**src/rtl/core/dmx512_slot_receiver_unit_defines.svh**
```systemverilog
// ----------------------------------------------------------------------------
// dmx512_slot_receiver_unit_defines
// assertion macros shared by the slot receiver modules
// ----------------------------------------------------------------------------
`ifndef DMX512_SLOT_RECEIVER_UNIT_DEFINES_SVH
`define DMX512_SLOT_RECEIVER_UNIT_DEFINES_SVH

`ifndef SYNTHESIS
`define DMXSR_ASSERT_NOW(lbl, ante, cons, msg) \
lbl: assert property (@(posedge clock) disable iff (reset) (ante) |-> (cons)) else $error(msg);
`define DMXSR_ASSERT_NEXT(lbl, ante, cons, msg) \
lbl: assert property (@(posedge clock) disable iff (reset) (ante) |=> (cons)) else $error(msg);
`else
`define DMXSR_ASSERT_NOW(lbl, ante, cons, msg)
`define DMXSR_ASSERT_NEXT(lbl, ante, cons, msg)
`endif

`endif

```
**src/rtl/core/dmxsr_pkg.sv**
```systemverilog
// ----------------------------------------------------------------------------
// dmxsr_pkg
// shared constants and types of the dmx512 slot receiver
// ----------------------------------------------------------------------------
`default_nettype none

package dmxsr_pkg;

   localparam int TIMER_W     = 20;
   localparam int FRAME_SLOTS = 513;
   localparam int SLOT_NUM_W  = 10;
   localparam int BYTE_W      = 8;
   localparam int BIT_TICKS_W = 8;
   localparam int BIT_POS_W   = 4;
   localparam int FAULT_W     = 10;

   localparam logic [BIT_POS_W-1:0] START_BIT = 4'd0;
   localparam logic [BIT_POS_W-1:0] LAST_DATA_BIT = 4'd8;
   localparam logic [BIT_POS_W-1:0] LAST_BIT  = 4'd10;

   localparam int CSR_IDX_W  = 2;
   localparam int CSR_DATA_W = 20;
   localparam logic [CSR_IDX_W-1:0] CSR_IDLE_MIN  = 2'd0;
   localparam logic [CSR_IDX_W-1:0] CSR_BREAK_MIN = 2'd1;
   localparam logic [CSR_IDX_W-1:0] CSR_BIT_TICKS = 2'd2;

   localparam logic [TIMER_W-1:0]     IDLE_MIN_RST  = 20'd1000;
   localparam logic [TIMER_W-1:0]     BREAK_MIN_RST = 20'd1000;
   localparam logic [BIT_TICKS_W-1:0] BIT_TICKS_RST = 8'd4;
   localparam logic [BIT_TICKS_W-1:0] BIT_TICKS_MIN = 8'd2;

   localparam int QUEUE_DEPTH = 4;
   localparam int QUEUE_PTR_W = 2;
   localparam int QUEUE_CNT_W = 3;

   // one mid-bit sample handed from the framing front to the slot assembler
   typedef struct packed {
      logic [BIT_POS_W-1:0]  bit_pos;
      logic                  level;
      logic [SLOT_NUM_W-1:0] slot_num;
      logic                  last;
   } event_type;

endpackage

`default_nettype wire

```
**src/rtl/core/dmxsr_front.sv**
```systemverilog
// ----------------------------------------------------------------------------
// dmxsr_front
// line sample intake: idle, break and slot framing, mid-bit sample events
// ----------------------------------------------------------------------------
`default_nettype none
`include "dmx512_slot_receiver_unit_defines.svh"

module dmxsr_front (
   input  logic                               clock,
   input  logic                               reset,
   input  logic                               req_valid,
   output logic                               req_stall,
   input  logic                               req_line_level,
   input  logic                               csr_wr_en,
   input  logic [dmxsr_pkg::CSR_IDX_W-1:0]    csr_index,
   input  logic [dmxsr_pkg::CSR_DATA_W-1:0]   csr_wdata,
   input  logic                               queue_full,
   output logic                               ev_push,
   output dmxsr_pkg::event_type               ev_out
);
   import dmxsr_pkg::*;

   localparam logic [1:0] PH_IDLE  = 2'd0;
   localparam logic [1:0] PH_BREAK = 2'd1;
   localparam logic [1:0] PH_WAIT  = 2'd2;
   localparam logic [1:0] PH_BITS  = 2'd3;

   logic [TIMER_W-1:0]     idle_min_ff;
   logic [TIMER_W-1:0]     break_min_ff;
   logic [BIT_TICKS_W-1:0] bit_ticks_ff;

   logic [1:0]            phase_ff, phase_in;
   logic [TIMER_W-1:0]    elapsed_ff, elapsed_in;
   logic [BIT_POS_W-1:0]  bit_pos_ff, bit_pos_in;
   logic [SLOT_NUM_W-1:0] slot_cnt_ff, slot_cnt_in;

   logic                   accept;
   logic [BIT_TICKS_W-1:0] bt;
   logic [BIT_TICKS_W-1:0] half;
   logic [BIT_TICKS_W:0]   tick_sum;
   logic                   wrap;
   logic [BIT_TICKS_W-1:0] tick_next;
   logic [BIT_POS_W-1:0]   pos_next;
   logic                   sample_hit;
   logic                   last_slot;
   logic [TIMER_W-1:0]     elapsed_inc;

   assign req_stall = queue_full;
   assign accept    = req_valid && !queue_full;

   assign bt        = (bit_ticks_ff < BIT_TICKS_MIN) ? BIT_TICKS_MIN : bit_ticks_ff;
   assign half      = {1'b0, bt[BIT_TICKS_W-1:1]};
   assign tick_sum  = {1'b0, elapsed_ff[BIT_TICKS_W-1:0]} + {{BIT_TICKS_W{1'b0}}, 1'b1};
   assign wrap      = tick_sum >= {1'b0, bt};
   assign tick_next = wrap ? '0 : tick_sum[BIT_TICKS_W-1:0];
   assign pos_next  = wrap ? bit_pos_ff + {{(BIT_POS_W-1){1'b0}}, 1'b1} : bit_pos_ff;
   assign sample_hit = tick_next == half;
   assign last_slot  = slot_cnt_ff >= SLOT_NUM_W'(FRAME_SLOTS - 1);
   assign elapsed_inc = (&elapsed_ff) ? elapsed_ff
                                      : elapsed_ff + {{(TIMER_W-1){1'b0}}, 1'b1};

   assign ev_out.bit_pos  = pos_next;
   assign ev_out.level    = req_line_level;
   assign ev_out.slot_num = slot_cnt_ff;
   assign ev_out.last     = last_slot;

   always_comb begin
      phase_in    = phase_ff;
      elapsed_in  = elapsed_ff;
      bit_pos_in  = bit_pos_ff;
      slot_cnt_in = slot_cnt_ff;
      ev_push     = 1'b0;
      if (accept) begin
         case (phase_ff)
            PH_IDLE: begin
               if (req_line_level) begin
                  elapsed_in = elapsed_inc;
               end else if (elapsed_ff > idle_min_ff) begin
                  phase_in   = PH_BREAK;
                  elapsed_in = TIMER_W'(1);
               end else begin
                  elapsed_in = '0;
               end
            end
            PH_BREAK: begin
               if (!req_line_level) begin
                  elapsed_in = elapsed_inc;
               end else if (elapsed_ff > break_min_ff) begin
                  phase_in    = PH_WAIT;
                  elapsed_in  = '0;
                  slot_cnt_in = '0;
               end else begin
                  phase_in   = PH_IDLE;
                  elapsed_in = TIMER_W'(1);
               end
            end
            PH_WAIT: begin
               if (!req_line_level) begin
                  phase_in   = PH_BITS;
                  elapsed_in = '0;
                  bit_pos_in = START_BIT;
               end
            end
            PH_BITS: begin
               elapsed_in = TIMER_W'(tick_next);
               bit_pos_in = pos_next;
               if (sample_hit) begin
                  ev_push = 1'b1;
                  if (pos_next >= LAST_BIT) begin
                     slot_cnt_in = slot_cnt_ff + {{(SLOT_NUM_W-1){1'b0}}, 1'b1};
                     bit_pos_in  = START_BIT;
                     elapsed_in  = '0;
                     phase_in    = last_slot ? PH_IDLE : PH_WAIT;
                  end
               end
            end
            default: begin
               phase_in = PH_IDLE;
            end
         endcase
      end
   end

   always_ff @(posedge clock) begin
      if (reset) begin
         phase_ff     <= PH_IDLE;
         elapsed_ff   <= '0;
         bit_pos_ff   <= '0;
         slot_cnt_ff  <= '0;
         idle_min_ff  <= IDLE_MIN_RST;
         break_min_ff <= BREAK_MIN_RST;
         bit_ticks_ff <= BIT_TICKS_RST;
      end else begin
         phase_ff    <= phase_in;
         elapsed_ff  <= elapsed_in;
         bit_pos_ff  <= bit_pos_in;
         slot_cnt_ff <= slot_cnt_in;
         if (csr_wr_en) begin
            case (csr_index)
               CSR_IDLE_MIN:  idle_min_ff  <= csr_wdata[TIMER_W-1:0];
               CSR_BREAK_MIN: break_min_ff <= csr_wdata[TIMER_W-1:0];
               CSR_BIT_TICKS: bit_ticks_ff <= csr_wdata[BIT_TICKS_W-1:0];
               default: begin
               end
            endcase
         end
      end
   end

   `DMXSR_ASSERT_NOW(a_push_in_bits, ev_push, phase_ff == PH_BITS && accept, "event outside slot")
   `DMXSR_ASSERT_NOW(a_pos_range, phase_ff == PH_BITS, bit_pos_ff <= LAST_BIT, "bit position overrun")

endmodule

`default_nettype wire

```
**src/rtl/core/dmxsr_queue.sv**
```systemverilog
// ----------------------------------------------------------------------------
// dmxsr_queue
// short event queue between framing front and slot assembler
// ----------------------------------------------------------------------------
`default_nettype none
`include "dmx512_slot_receiver_unit_defines.svh"

module dmxsr_queue (
   input  logic                 clock,
   input  logic                 reset,
   input  logic                 push,
   input  dmxsr_pkg::event_type push_data,
   input  logic                 pop,
   output dmxsr_pkg::event_type head,
   output logic                 empty,
   output logic                 full
);
   import dmxsr_pkg::*;

   event_type              mem [QUEUE_DEPTH];
   logic [QUEUE_PTR_W-1:0] wr_ptr_ff, wr_ptr_in;
   logic [QUEUE_PTR_W-1:0] rd_ptr_ff, rd_ptr_in;
   logic [QUEUE_CNT_W-1:0] count_ff, count_in;
   logic                   do_push;
   logic                   do_pop;

   assign empty   = count_ff == '0;
   assign full    = count_ff == QUEUE_CNT_W'(QUEUE_DEPTH);
   assign do_push = push && !full;
   assign do_pop  = pop && !empty;
   assign head    = mem[rd_ptr_ff];

   always_comb begin
      wr_ptr_in = do_push ? wr_ptr_ff + {{(QUEUE_PTR_W-1){1'b0}}, 1'b1} : wr_ptr_ff;
      rd_ptr_in = do_pop ? rd_ptr_ff + {{(QUEUE_PTR_W-1){1'b0}}, 1'b1} : rd_ptr_ff;
      count_in  = count_ff;
      if (do_push && !do_pop) begin
         count_in = count_ff + {{(QUEUE_CNT_W-1){1'b0}}, 1'b1};
      end else if (do_pop && !do_push) begin
         count_in = count_ff - {{(QUEUE_CNT_W-1){1'b0}}, 1'b1};
      end
   end

   always_ff @(posedge clock) begin
      if (reset) begin
         wr_ptr_ff <= '0;
         rd_ptr_ff <= '0;
         count_ff  <= '0;
      end else begin
         wr_ptr_ff <= wr_ptr_in;
         rd_ptr_ff <= rd_ptr_in;
         count_ff  <= count_in;
      end
   end

   always_ff @(posedge clock) begin
      if (do_push) begin
         mem[wr_ptr_ff] <= push_data;
      end
   end

   `DMXSR_ASSERT_NOW(a_no_overflow, full, !push, "push into full queue")

endmodule

`default_nettype wire

```
**src/rtl/core/dmxsr_back.sv**
```systemverilog
// ----------------------------------------------------------------------------
// dmxsr_back
// slot assembler: builds the byte, checks framing, counts faults
// ----------------------------------------------------------------------------
`default_nettype none
`include "dmx512_slot_receiver_unit_defines.svh"

module dmxsr_back (
   input  logic                               clock,
   input  logic                               reset,
   input  dmxsr_pkg::event_type               head,
   input  logic                               empty,
   output logic                               pop,
   output logic                               rsp_valid,
   input  logic                               rsp_stall,
   output logic [dmxsr_pkg::SLOT_NUM_W-1:0]   rsp_slot_number,
   output logic [dmxsr_pkg::BYTE_W-1:0]       rsp_slot_value,
   output logic                               rsp_slot_fault,
   output logic [dmxsr_pkg::FAULT_W-1:0]      rsp_fault_total,
   output logic                               rsp_frame_end
);
   import dmxsr_pkg::*;

   logic                  start_fault_ff, start_fault_in;
   logic [BYTE_W-1:0]     data_ff, data_in;
   logic [1:0]            stop_ones_ff, stop_ones_in;
   logic [FAULT_W-1:0]    fault_cnt_ff, fault_cnt_in;

   logic                  valid_ff, valid_in;
   logic [SLOT_NUM_W-1:0] num_ff, num_in;
   logic [BYTE_W-1:0]     value_ff, value_in;
   logic                  fault_ff, fault_in;
   logic [FAULT_W-1:0]    total_ff, total_in;
   logic                  end_ff, end_in;

   logic                  out_free;
   logic                  final_bit;
   logic [2:0]            data_idx;
   logic [1:0]            stop_sum;
   logic                  slot_bad;

   assign out_free  = !valid_ff || !rsp_stall;
   assign final_bit = head.bit_pos == LAST_BIT;
   assign pop       = !empty && (!final_bit || out_free);
   assign data_idx  = 3'(head.bit_pos - {{(BIT_POS_W-1){1'b0}}, 1'b1});
   assign stop_sum  = stop_ones_ff + {1'b0, head.level};
   assign slot_bad  = start_fault_ff || (stop_sum != 2'd2);

   always_comb begin
      start_fault_in = start_fault_ff;
      data_in        = data_ff;
      stop_ones_in   = stop_ones_ff;
      fault_cnt_in   = fault_cnt_ff;
      valid_in       = valid_ff && rsp_stall;
      num_in         = num_ff;
      value_in       = value_ff;
      fault_in       = fault_ff;
      total_in       = total_ff;
      end_in         = end_ff;
      if (pop) begin
         if (head.bit_pos == START_BIT) begin
            start_fault_in = head.level;
            data_in        = '0;
            stop_ones_in   = '0;
            if (head.slot_num == '0) begin
               fault_cnt_in = '0;
            end
         end else if (head.bit_pos <= LAST_DATA_BIT) begin
            data_in[data_idx] = data_ff[data_idx] | head.level;
         end else begin
            stop_ones_in = stop_sum;
         end
         if (final_bit) begin
            if (slot_bad && !(&fault_cnt_ff)) begin
               fault_cnt_in = fault_cnt_ff + {{(FAULT_W-1){1'b0}}, 1'b1};
            end
            valid_in = 1'b1;
            num_in   = head.slot_num;
            value_in = data_ff;
            fault_in = slot_bad;
            total_in = (slot_bad && !(&fault_cnt_ff))
                       ? fault_cnt_ff + {{(FAULT_W-1){1'b0}}, 1'b1} : fault_cnt_ff;
            end_in   = head.last;
         end
      end
   end

   always_ff @(posedge clock) begin
      if (reset) begin
         start_fault_ff <= 1'b0;
         data_ff        <= '0;
         stop_ones_ff   <= '0;
         fault_cnt_ff   <= '0;
         valid_ff       <= 1'b0;
      end else begin
         start_fault_ff <= start_fault_in;
         data_ff        <= data_in;
         stop_ones_ff   <= stop_ones_in;
         fault_cnt_ff   <= fault_cnt_in;
         valid_ff       <= valid_in;
      end
   end

   always_ff @(posedge clock) begin
      num_ff   <= num_in;
      value_ff <= value_in;
      fault_ff <= fault_in;
      total_ff <= total_in;
      end_ff   <= end_in;
   end

   assign rsp_valid       = valid_ff;
   assign rsp_slot_number = num_ff;
   assign rsp_slot_value  = value_ff;
   assign rsp_slot_fault  = fault_ff;
   assign rsp_fault_total = total_ff;
   assign rsp_frame_end   = end_ff;

   `DMXSR_ASSERT_NOW(a_final_needs_room, pop && final_bit, out_free, "result overwritten")
   `DMXSR_ASSERT_NOW(a_last_slot_num, valid_ff && end_ff,
      num_ff == SLOT_NUM_W'(FRAME_SLOTS - 1), "frame end on wrong slot")
   `DMXSR_ASSERT_NOW(a_total_bounds, valid_ff && fault_ff, total_ff != '0, "fault not counted")

endmodule

`default_nettype wire

```
**src/rtl/core/dmx512_slot_receiver_unit.sv**
```systemverilog
// ----------------------------------------------------------------------------
// dmx512_slot_receiver_unit
// dmx512 frame receiver: one line sample per tick in, one record per slot out
// ----------------------------------------------------------------------------
//  channel   prefix  direction  contents
//  samples   req_    in         line_level, one per tick
//  slots     rsp_    out        slot_number, slot_value, slot_fault, fault_total,
//                               frame_end
//  control   csr_    in         idle_min_ticks, break_min_ticks, bit_ticks
//
//  one sample is taken every cycle while the event queue has room
//  a slot record is registered once the event of its second stop bit leaves the event queue
//  and the output register is free
//  a stalled slot output fills the four-entry event queue, then req_stall rises
//  reset is synchronous; limits return to 1000, 1000 and 4 ticks, no clearing pass
// ----------------------------------------------------------------------------
`default_nettype none

module dmx512_slot_receiver_unit (
   input  logic                               clock,
   input  logic                               reset,
   input  logic                               req_valid,
   output logic                               req_stall,
   input  logic                               req_line_level,
   output logic                               rsp_valid,
   input  logic                               rsp_stall,
   output logic [dmxsr_pkg::SLOT_NUM_W-1:0]   rsp_slot_number,
   output logic [dmxsr_pkg::BYTE_W-1:0]       rsp_slot_value,
   output logic                               rsp_slot_fault,
   output logic [dmxsr_pkg::FAULT_W-1:0]      rsp_fault_total,
   output logic                               rsp_frame_end,
   input  logic                               csr_wr_en,
   input  logic [dmxsr_pkg::CSR_IDX_W-1:0]    csr_index,
   input  logic [dmxsr_pkg::CSR_DATA_W-1:0]   csr_wdata
);
   import dmxsr_pkg::*;

   event_type ev_in;
   event_type ev_head;
   logic      ev_push;
   logic      ev_pop;
   logic      q_empty;
   logic      q_full;

   dmxsr_front u_front (
      .clock          (clock),
      .reset          (reset),
      .req_valid      (req_valid),
      .req_stall      (req_stall),
      .req_line_level (req_line_level),
      .csr_wr_en      (csr_wr_en),
      .csr_index      (csr_index),
      .csr_wdata      (csr_wdata),
      .queue_full     (q_full),
      .ev_push        (ev_push),
      .ev_out         (ev_in)
   );

   dmxsr_queue u_queue (
      .clock     (clock),
      .reset     (reset),
      .push      (ev_push),
      .push_data (ev_in),
      .pop       (ev_pop),
      .head      (ev_head),
      .empty     (q_empty),
      .full      (q_full)
   );

   dmxsr_back u_back (
      .clock           (clock),
      .reset           (reset),
      .head            (ev_head),
      .empty           (q_empty),
      .pop             (ev_pop),
      .rsp_valid       (rsp_valid),
      .rsp_stall       (rsp_stall),
      .rsp_slot_number (rsp_slot_number),
      .rsp_slot_value  (rsp_slot_value),
      .rsp_slot_fault  (rsp_slot_fault),
      .rsp_fault_total (rsp_fault_total),
      .rsp_frame_end   (rsp_frame_end)
   );

endmodule

`default_nettype wire

```
**config.mk**
```make
export PLATFORM = sky130hd
export DESIGN_NAME = dmx512_slot_receiver_unit
export DESIGN_NICKNAME = d
export VERILOG_FILES = /design/src/rtl/core/dmxsr_pkg.sv /design/src/rtl/core/dmxsr_front.sv /design/src/rtl/core/dmxsr_queue.sv /design/src/rtl/core/dmxsr_back.sv /design/src/rtl/core/dmx512_slot_receiver_unit.sv
export VERILOG_INCLUDE_DIRS = /design/src /design/src/rtl/core
export SDC_FILE = /design/constraint.sdc
export NUM_CORES = 1
export LEC_CHECK = 0
export BUFFER_PORTS_ARGS = -buffer_cell sky130_fd_sc_hd__buf_2
export CAP_MARGIN = 0
export CORE_ASPECT_RATIO = 0.5
export CORE_MARGIN = 3
export CORE_UTILIZATION = 45
export CTS_CLUSTER_SIZE = 10
export DETAILED_ROUTE_END_ITERATION = 8
export REMOVE_ABC_BUFFERS = 1
export SYNTH_ARGS = -nofsm -noshare
export SYNTH_HDL_FRONTEND = slang
export SYNTH_HIERARCHICAL = 1
export SYNTH_SLANG_ARGS = --single-unit
```
**constraint.sdc**
```tcl
create_clock -name clock -period 4.1 [get_ports clock]
set_input_delay 0.205 -clock clock [delete_from_list [all_inputs] [get_ports clock]]
set_output_delay 0.205 -clock clock [all_outputs]
set_load 0.05 [all_outputs]
```
==> summary.md <==
| Metric | Value |
|---|---|
| CP Launch Type | flip-flop |
| Worst-Skew Late Latency | 520 ps |
| Max VDD drop | 0.000215 V |
| CTS Buf Count | 24 |
| Critical Path RT | 4550 ps |
| Final Hold Vio Count | 0 |
| Boundary Pins | 60 |
| Worst-path clk slew | 60 ps |
| Root Buffer | clkbuf_16 |
| Mean Syn Cell Area | 10.2 um2 |
| Die Area | 25,600 um2 |
| Post-synth top area cell | edfxtp_1 |
| Synth async-reset ratio | 0% |
| Worst Skew | 10.6 ps |
| Yosys reg bits | 209 |
| CTS tree | yes |
| Critical path class | flip-flop to flip-flop |
| Max-cap violations | 0 |
| PortBufs | 59 |
| Sequential area share after synthesis | 48.2% |
| Nets@finish | 1,257 |
| Count of pins over their slew limit | 0 |
| GR Util met2 | 32.2% |
| Most Crowded Layer GR | met2 |
| Fillers | 2,046 |
| Met3 Usage GRT | 3.72% |
| Antenna cells | 0 |
| Initial antenna violation count | 0 |
| Synth Flop Type | dfxtp_1 |
| P per Cell Area | 339 nW/um2 |
| GP Congestion | 0.871 |
| Worst setup margin | 48.7 ps |
| Reg power frac | 51.0% |
| Detail Route Antenna Nets | 0 |
| Clk network pwr share | 43.7% |
| Number of global-route vias before repair | 7,868 |
| Hold crit path type | input port to flip-flop |
| DRT Pass-1 Iters | 6 |
| Unique masters post-synth | 98 |
| Comb power frac | 5.3% |
| Layout cell share with drive strength beyond 1 | 19.2% |
| Worst-case reg-to-reg path depth | 19 |
| RSZ-0062 raised after global routing | yes |
| Post-detailed-route wirelength per cell | 16.2 um |
| Slew at the pin with the worst max-slew slack | 1150 ps |
| Sw frac | 21.8% |
| Mapped Cells | 1,047 |
| Commonest non-fill, non-tap cell in the layout | nand2_1 |
| 1st-iter DRT viols | 556 |
| First-pass GRT wire length | 39,800 um |
| Post-DP HPWL | 16,700 um |
| Most frequent cells in the layout | 110 x nand2_1, 109 x dfxtp_1, 94 x edfxtp_1 |
| Number of H-tree levels | 1 |
| Row count | 39 |
| Die Width | 223 um |
| Via/cell ratio | 5.54 |
| Via count | 8,231 |
| TNS Setup | 0 ps |
| Worst Hold Depth | 3 |
| Remaining Overflow, GRT | 0 |
| Clock Path Buffers | 3 |
| Achievable frequency | 247 MHz |
| Netlist Area Pre-Place | 10,600 um2 |
| P_int | 3.36 mW |
| Synth warn | 6 |
| Post-synth EDFFs | 94 |
| Setup violators final | 0 |
| CP arrival | 4500 ps |
| Status | complete, no violations |
| Tot GR Track Use | 18.8% |
| Synth top area share | 26.5% |
| Initial Util | 46.2% |
| Crit path capture type | flip-flop |
| # DRC | 0 |
| NetSw | 934 uW |
| Critical path peak fanout | 3 |
| Setup Slack @ Placement | -124 ps |
| Final Cycle Share | 98.8% |
| CTS sink count | 209 |
| Worst slew margin | 22.9% |
| GR Util met1 | 25.1% |
| Die Height | 115 um |
| Total Routed Length | 24,100 um |
| Area contributors post-synth | edfxtp_1 27%, dfxtp_1 22%, ha_1 7.2% |
| Cell leakage power | 4.92 nW |
| Core ar. | 23,000 um2 |
| Final min period | 4050 ps |
| Pin count of the biggest net entering global routing | 97 |
| Syn-to-layout area delta | 18.8% |
| Worst hold margin | 183 ps |
## synth_stat cells (5+ instances only)
cell type,instances
a211o_1,15
a21o_1,7
a21oi_1,78
a221o_1,5
a31oi_1,12
and2_1,8
and3_1,9
buf_2,10
clkbuf_1,32
dfxtp_1,115
edfxtp_1,94
ha_1,61
inv_1,75
mux2i_1,15
mux4_2,17
nand2_1,111
nand2b_1,10
nand3_1,37
nand3b_1,5
nand4_1,20
nor2_1,71
nor2b_1,9
nor3_1,20
nor4_1,7
o21ai_0,28
o21ai_1,15
o31ai_1,5
or2_2,7
or3_1,13
xnor2_1,15
xor2_1,16
## cells by family (layout without fill, tap and decap cells)
| family | Yosys count | after routing | synth area share, % |
|---|---|---|---|
| flip-flops | 209 | 209 | 48.2 |
| buffers and inverters | 126 | 259 | 5.15 |
| AND/OR/NAND/NOR | 359 | 359 | 17.2 |
| multiplexers | 35 | 35 | 5.33 |
| adder cells (fa/ha/maj) | 62 | 62 | 7.36 |
| AO/OA/AOI/OAI | 225 | 225 | 14.3 |
| XOR/XNOR | 31 | 31 | 2.55 |
## worst paths after layout
check / from / endpoint / slack [ps]
setup / recovery: u_front/elapsed_ff[2]$_SDFFE_PP0P_ / u_queue/count_ff[2]$_SDFFE_PP0P_ / 50
hold / removal: reset / u_back/start_fault_ff$_SDFFE_PP0P_ / 180
setup reg to reg: u_front/elapsed_ff[2]$_SDFFE_PP0P_ / u_queue/count_ff[2]$_SDFFE_PP0P_ / 50
hold reg to reg: u_front/idle_min_ff[12]$_SDFFE_PP0P_ / u_front/idle_min_ff[12]$_SDFFE_PP0P_ / 450
## metrics by stage
stage / area (um2) / cells / utilization [%] / power [mW]
floorplan: 10400 / 997 / - / 2.34
global placement: 11500 / 1416 / 50.1 / 2.43
detailed placement: 11500 / 1416 / 50.1 / 2.43
CTS: 12500 / 1480 / 54.2 / 4.35
global route: 12600 / 1487 / 54.9 / 4.47
finish: 12600 / 1487 / 54.9 / 4.29
## repair_timing
item,CTS,global route
endpoints found under the hold margin,52,0
pin swaps,7,11
endpoints found under the setup margin,1,2
buffers inserted,3,7
resized for setup,9,25
hold buffers,22,0
## routing by layer
| metal | up-vias | routed length (um) | part of all wire, % |
|---|---|---|---|
| met5 | - | 0 | 0 |
| met4 | 0 | 353 | 1.5 |
| met3 | 32 | 990 | 4.1 |
| met2 | 145 | 11500 | 48 |
| met1 | 3995 | 11300 | 47 |
| li1 | 4059 | - | - |
## power by group through the flow
stage / clock network, mW / registers, mW / logic (mW)
finish: 1.88 / 2.19 / 0.227
CTS: 1.94 / 2.19 / 0.224
floorplan: 0 / 2.23 / 0.111
global placement: 0 / 2.23 / 0.199
global route: 2.04 / 2.19 / 0.251
detailed placement: 0 / 2.23 / 0.204
## cell type report
cell class | instances | area [um2] | area share [%]
clock buffer | 38 | 653 | 5.17
clock inverter | 1 | 16.3 | 0.129
inverter | 76 | 298 | 2.36
multi-input combinational | 712 | 5090 | 40.3
sequential | 209 | 5130 | 40.6
tap | 307 | 384 | 3.04
timing repair buffer | 144 | 1070 | 8.43
## registers in the layout (all words and copies together), names as in the netlist, 2 cells and up, named ones only
| register | cells |
|---|---|
| u_front/bit_ticks_ff | 8 |
| u_back/rsp_fault_total | 10 |
| u_front/phase_ff | 2 |
| u_queue/count_ff | 3 |
| u_queue/wr_ptr_ff | 2 |
| u_front/idle_min_ff | 20 |
| u_back/stop_ones_ff | 2 |
| u_queue/mem | 64 |
| u_back/rsp_slot_number | 10 |
| u_front/break_min_ff | 20 |
| u_front/slot_cnt_ff | 10 |
| u_queue/rd_ptr_ff | 2 |
| u_front/bit_pos_ff | 4 |
| u_back/rsp_slot_value | 8 |
| u_back/data_ff | 8 |
| u_front/elapsed_ff | 20 |
| u_back/fault_cnt_ff | 10 |
## worst max-delay path, stage by stage, from the launching register on
cell and delay (ps):
dfxtp_2 350, and4_4 230, buf_4 140, nand4_4 120, xnor2_2 160, ha_1 310, a21oi_2 190, nand2_1 80
a21o_2 200, or3_1 370, a21o_1 190, nor4_2 260, inv_1 90, nor2_2 140, ha_2 180, inv_1 50
fa_2 320, xor2_1 150, or3_1 320, a21oi_2 110
No activity file was read; power rests on OpenSTA's default activity.
